`src/rtl/mlpbp_ram.sv`:
```
module mlpbp_ram
#(
    parameter int WIDTH = 16,
    parameter int DEPTH = 12,
    localparam int AW = $clog2(DEPTH)
)
(
    input  logic             clk,
    input  logic             we,
    input  logic [AW-1:0]    waddr,
    input  logic [WIDTH-1:0] wdata,
    input  logic [AW-1:0]    raddr,
    output logic [WIDTH-1:0] rdata
);

    logic [WIDTH-1:0] mem [DEPTH];
    logic [WIDTH-1:0] rdata_reg;

    always_ff @(posedge clk)
    begin
        if (we)
            mem[waddr] <= wdata;
        rdata_reg <= mem[raddr];
    end

    assign rdata = rdata_reg;

endmodule

```
`config.mk`:
```
export PLATFORM = sky130hd
export DESIGN_NAME = mlpbp_ram
export DESIGN_NICKNAME = d
export VERILOG_FILES = /design/src/rtl/mlpbp_ram.sv
export SDC_FILE = /design/constraint.sdc
export NUM_CORES = 1
export LEC_CHECK = 0
export BUFFER_PORTS_ARGS = -buffer_cell sky130_fd_sc_hd__buf_4
export CORE_UTILIZATION = 63
export CTS_BUF_LIST = sky130_fd_sc_hd__clkbuf_4
export DETAILED_ROUTE_END_ITERATION = 8
export PLACE_DENSITY_LB_ADDON = 0.25
export SLEW_MARGIN = 20
export SYNTH_ARGS = -nofsm -noshare
export SYNTH_HDL_FRONTEND = slang
export SYNTH_SLANG_ARGS = --single-unit
```
`constraint.sdc`:
```
create_clock -name clk -period 3.6 [get_ports clk]
set_clock_uncertainty 0.2 [all_clocks]
set_input_delay 0.36 -clock clk [delete_from_list [all_inputs] [get_ports clk]]
set_output_delay 0.36 -clock clk [all_outputs]
set_load 0.005 [all_outputs]
```
# --- Word level (Yosys, flattened, before mapping) ---
# Memories as Yosys holds them, arrays and structs flattened. A register that Yosys moved wholly into a read port is not among the register bits.
# Index checks and enable logic that the tools add are counted.
word_totals:
  regBits: 0
  ramBits: 192
  inputBits: 26
  out_inout_bits: 16
  wordCells: 3
  mem_count: 1
classes:
  n_mux: 2
memory_table:
  columns: ["memory", "words", "width", "read_ports", "rd_ports_with_merged_regs", "write_ports", "line_no", "source"]
  rows:
  - ["mem", 12, 16, 1, 1, 1, "16", "logic [WIDTH-1:0] mem [DEPTH];"]
op_table:
  columns: ["op", "count"]
  rows:
  - ["2-to-1 mux 1 bit", 2]

# --- Logic depth before layout (Yosys ltp) ---
# Gate-level depths: netlist (run 1).
depth:
  depth_word: 2
  depth_mapped: 5
  depth_no_buf: 3

# --- Least setup slack after synthesis (run 1) ---
# OpenSTA, ideal clock, no wires.
synth_timing:
  kind: "input to register"
  start: "input waddr[3]"
  end: "memory mem[0][0], enable pin"
  setup_time_ns: 0.409
  t_arrival_ns: 2.006
  path_slack_ns: 0.985
  cell_stages: 2
  path_buffers: 0
  cell_sequence: "or3b_2 > nor3_1"
synth_lines:
  columns: ["element", "line_no", "source"]
  rows:
  - ["from (decl)", "10", "input logic [AW-1:0] waddr,"]
  - ["to (decl)", "16", null]
# No word-level cell before the write port.

# --- Final worst setup path (run 1) ---
layout_timing:
  start: "input waddr[1]"
  end: "memory mem[5][4], enable pin"
# No word-level cell before the write port.

==> results of run 1 <==
## cell usage in the layout (no fill, tap or decap), drive strengths merged
cell           n
a22oi         16
or3b           1
dfxtp         16
bufinv         3
edfxtp       192
nor2b          1
nand2b         3
nor3           3
o221ai        16
nor2          10
mux2i         32
dlygate4sd3   19
nand3b         2
clkinv         9
clkbuf        75
nand2          2
buf           59
mux4          32
## critical path, cell delays in order
cell	delay (ns)
dlygate4sd3_1	0.54
buf_4	0.16
nand2b_1	0.17
nor2_1	0.37
buf_4	0.34
## cells by family after synthesis
family          count (synthesis)
compound gates                 32
buf+inv                        16
flops                         208
mux                            64
simple gates                   22
## layer usage
metal	vias up	wire, µm	global-route usage, %
li1	1703	-	-
met1	1966	5780	32.3
met2	160	7430	41.7
met3	23	1160	5.93
met4	0	236	9.10
met5	-	0	0
## final cells by class
cell class	count	area (µm²)
Clock buffer	75	563
Clock inverter	12	124
Fill cell	621	2580
Multi-Input combinational cell	118	1440
Sequential cell	208	6090
Tap cell	143	179
Timing Repair Buffer	78	646
## worst paths after layout
| path | end | slack [ns] | depth (start not counted) | from |
|---|---|---|---|---|
| setup / recovery | mem[5][4]$_DFFE_PP_ | 1.71 | 5 | waddr[1] |
| hold / removal | mem[0][11]$_DFFE_PP_ | 0.06 | 3 | waddr[2] |
| setup reg to reg | rdata[2]$_DFF_P_ | 1.99 | 3 | mem[2][2]$_DFFE_PP_ |
| hold reg to reg | rdata[3]$_DFF_P_ | 0.35 | 2 | mem[8][3]$_DFFE_PP_ |
## power by group through the flow
stage          clock network (mW)  registers, mW  logic [mW]
2_1_floorplan                   0           2.77       0.129
3_3_place_gp                    0           2.77       0.240
3_5_place_dp                    0           2.77       0.250
4_1_cts                      2.04           2.72       0.266
5_1_grt                      2.16           2.72       0.283
6_report                     2.01           2.72       0.264
==> run metrics, run 1 <==
Post-Synth Adder-Cell Area 0%; clock-pin slew on the worst setup and hold paths 0.07 ns; synth top area cells edfxtp_1 (76%), mux4_2 (8.6%), dfxtp_1 (4.2%); Cell Area, Synth 7610 µm²; maximum achievable frequency 0.529 GHz; CTS Hold Bufs 19; P&R area growth vs syn 18.7%; Synth top cells by count edfxtp_1 (192), mux2i_1 (32), mux4_2 (29); Worst Setup End Kind register; setup bufs post-CTS 0; share of power burned in registers 54.5%; Max IR drop VDD 0.000452 V; Final TNS setup 0 ns; number of enable flip-flop cells after synthesis 192; syn_nets 368; Cells after DPL 528; pin count of the biggest net entering global routing 33; mux cell area share after synthesis between 10% and 20%; Max-Cap Viols 0; drt total wl 14600 µm; clk sinks 208; clock tree from TritonCTS built; DRT Pass-1 Iters 7; Hold Crit Class in2reg; Core Util, Final 77.8%; gr usage total between 20% and 30%; final setup fails 0; Yosys top cell by area edfxtp_1; failing checks DRC; status finished, violations left; Seq/Total Area, Yosys 80.0%; yosys warns 0; switching pwr approximately 1000 µW; Worst EP required 3.67 ns; Worst EP arrival 1.96 ns; ANT cells 0; Final min period 1.89 ns; Starting Density 65.5%; Die Footprint 12500 µm²; Post-Syn Instances 342; hold_ws ~0.06 ns; pre-CTS setup slack 1.24 ns; initial antenna violation count 0; nets 480; final std cells w/o fill 634; Pwr Density 552 nW/µm²; share of cells above drive strength 1 34.8%; Netlist cell types 19; top-area cell type share of the netlist area approximately 76%; Compound-Gate Fraction of Synth Area 3.42%; Seq cells post-synth 208; Cell Int Power around 4 mW; first-pass GRT wire length 22500 µm; post-CTS sizing 0; final instance area 9040 µm²; Relative slew margins ~34%; main combinational cell family by area after synthesis multiplexers; IO Count 42; Clk network pwr share about 40%; Die H between 100 and 150 µm; # DRC 2; Root Buffer clkbuf_4; Gate power share 5.3%; critical path fanouts, max 13; vias in the first global route 4134; FP Rows 39; final slew viol count 0; vias per cell just over 6; ys flop type edfxtp_1; clock buffer count from CTS 48; Worst setup SP type input port; count leader, synth edfxtp_1; RSZ-0062 raised after global routing no; kind of critical path in2reg; drt wl/cell 23.0 µm; worst-case clock buffer depth 3; Async SR Flop Fraction 0%; Post-Place Cell Area 8160 µm²; Final WS setup 1.71 ns; H-tree depth 2; gpl congestion 0.770; final hold viol count 0; grt ovf 0; Die Wd 112 µm; via count between 3000 and 4000; Lkg Pwr 3.15 nW; initial DRC count 348; crit share post-route 52.6%; Routed Antenna Nets 0; Port Buffers between 40 and 50; core area 11600 µm²; Switching Share 20.0%; Syn Area/Cell 22.3 µm²; worst skew pair latency a little over 0.6 ns; DPL Wire Length between 8000 and 9000 µm; actual slew at the worst max-slew pin roughly 0.99 ns; XOR/XNOR share of the synthesized area 0%; max FFs per register 192; post-synthesis simple-gate area fraction 1.43%; Tot Pwr 4.99 mW
(Power assumes the default switching activity.)
==> run 2, diff against run 1 <==
- clock period: 3.6 -> 1.9 ns (I/O delays scaled with it)
==> run 2 against run 1 <==
  * The run still ends with DRC left
  * Worst setup slack worse by 1.7 ns
  * Largest power group unchanged
  * Design area up 2.3%
  * Die area stayed put
==> run metrics, run 2 (synthesis gave the netlist of run 1 again) <==
Final TNS setup 0 ns (unchanged); Final min period approximately 1.9 ns; Pwr Density 995 nW/µm² (+80%); Cell Int Power 7.26 mW (+82%); worst skew pair latency 0.62 ns (about the same); IO Count 42 (unchanged); DRT Pass-1 Iters 7 (unchanged); Worst EP required 2.00 ns (-1.67 ns); core area 11600 µm² (unchanged); Max-Cap Viols 0 (unchanged); grt ovf 0 (unchanged); switching pwr 1.94 mW (+94%); r2r startpoint mem[6][15]$_DFFE_PP_; Tot Pwr 9.20 mW (+84%); drt total wl 15200 µm (+4.0%); H-tree depth 2 (unchanged); max FFs per register 192 (unchanged); initial DRC count 281 (-19%); ANT cells 0 (unchanged); Worst EP arrival 1.96 ns (about the same); hold_sp waddr[3]; gpl congestion 0.717 (-6.9%); Root Buffer clkbuf_4; via count 3987 (+3.5%); pin count of the biggest net entering global routing 33 (unchanged); Hold Crit Class in2reg; Die Wd 112 µm (unchanged); status finished, violations left; clock tree from TritonCTS built; Lkg Pwr 3.24 nW (+2.9%); final hold viol count 0 (unchanged); FILL cells 604 (-2.7%); hold path cells 4 (+1); Starting Density 65.5% (unchanged); worst-case clock buffer depth 3 (unchanged); Switching Share 21.1% (+1.1 points); P&R area growth vs syn 21.5%; clock-pin slew on the worst setup and hold paths 0.07 ns (about the same); vias per cell 6.10 (+0.34%); critical path fanouts, max 13 (unchanged); clock buffer count from CTS 49 (+2.1%); crit share post-route 97.9%; most common cell after layout, fill and taps aside edfxtp_1; Die Footprint 12500 µm² (unchanged); # DRC 3 (+1); failing checks DRC; most frequent cells in the layout edfxtp_1 (192), clkbuf_4 (78), buf_4 (58); DPL Wire Length 8250 µm (+2.1%); vias in the first global route 4248 (+2.8%); Gate power share 6.0% (+0.7 points); share of power burned in registers 56.0% (+1.5 points); depth of the worst register-to-register path 3 (unchanged); Worst setup SP type input port; Die H 112 µm (unchanged); actual slew at the worst max-slew pin 0.319 ns (-0.672 ns); Routed Antenna Nets 0 (unchanged); RR Endpoint rdata[15]$_DFF_P_; share of cells above drive strength 1 35.6% (+0.79 points); clk sinks 208 (unchanged); maximum achievable frequency 0.538 GHz; Relative slew margins 78.7% (+45 points); Port Buffers 41 (unchanged); FP Rows 39 (unchanged); first-pass GRT wire length 23000 µm (+2.4%); Hold EP mem[8][2]$_DFFE_PP_; gr usage total 26.0% (+1.1 points); Clk network pwr share 38.0% (-2.2 points); final slew viol count 0 (unchanged); Worst Setup End Kind register; kind of critical path in2reg; FF-to-FF setup slack 0.33 ns (-1.66 ns); Max IR drop VDD 0.000773 V (+71%); drt wl/cell 23.2 µm (+0.85%); nets 498 (+3.8%); final setup fails 0 (unchanged); initial antenna violation count 0 (unchanged)
## run 2: changes by cell type in the layout (fill, tap and decap cells not counted), sizes merged
cell,before,now
clkinv,9,11
buf,59,69
dlygate4sd3,19,26
bufinv,3,0
clkbuf,75,78
inv,0,1
## run 2: cell type report
class | count | area [µm²] | area share [%]
flip-flops and latches | 208 | 6090 | 65.8
multi-input cells | 118 | 1440 | 15.6
repair buffers | 95 | 907 | 9.81
clock buffers | 78 | 586 | 6.33
well taps | 143 | 179 | 1.94
clock inverters | 12 | 46.3 | 0.501
## run 2: how the worst max path moves through the flow
stage	start	endpoint	slack [ns]	depth (start not counted)
after global routing	waddr[2]	mem[4][15]$_DFFE_PP_	-0.007	6
after detailed placement	raddr[0]	rdata[5]$_DFF_P_	0.06	5
after global placement	raddr[0]	rdata[9]$_DFF_P_	0.09	5
after CTS	waddr[2]	mem[4][6]$_DFFE_PP_	0.07	6
final	waddr[2]	mem[4][6]$_DFFE_PP_	0.04	6
after floorplan	waddr[3]	mem[1][0]$_DFFE_PP_	-0.13	2
## run 2: per-layer routing
layer | global-route usage (%) | vias to the layer above | share of wire [%]
met2 | 44.0 | 206 | 52
met4 | 9.01 | 0 | 1.9
met3 | 7.29 | 23 | 8.7
met5 | 0 | - | 0
li1 | - | 1748 | -
met1 | 32.7 | 2010 | 37
## run 2: repair_timing
action	in CTS	in global routing
hold buffers	26	0
endpoints found under the hold margin	264	0
resized for setup	0	1
endpoints found under the setup margin	0	13
setup buffers	0	0
## run 2: power by group through the flow
stage | Combinational, mW | Sequential (mW) | Clock [mW]
finish | 0.548 | 5.15 | 3.50
global route | 0.582 | 5.16 | 3.82
CTS | 0.547 | 5.15 | 3.56
detailed placement | 0.504 | 5.25 | 0
global placement | 0.486 | 5.24 | 0
floorplan | 0.246 | 5.25 | 0
## run 2: critical path, cell delays in order
cell	delay, ns
dlygate4sd3_1	0.53
buf_4	0.11
nand3b_1	0.16
nor3_2	0.14
dlygate4sd3_1	0.61
buf_6	0.22
## run 2: stage by stage
step	worst slack (ns)	std cells	hold slack [ns]	util (%)	area (µm²)
5_1_grt	-0.00711	654	0.0223	79.6	9250
3_5_place_dp	0.0566	538	0.259	71.9	8350
4_1_cts	0.0697	654	0.00523	79.6	9240
3_3_place_gp	0.0885	538	0.247	71.9	8350
6_report	0.0396	654	0.0569	79.6	9250
2_1_floorplan	-0.125	342	0.0889	-	7630
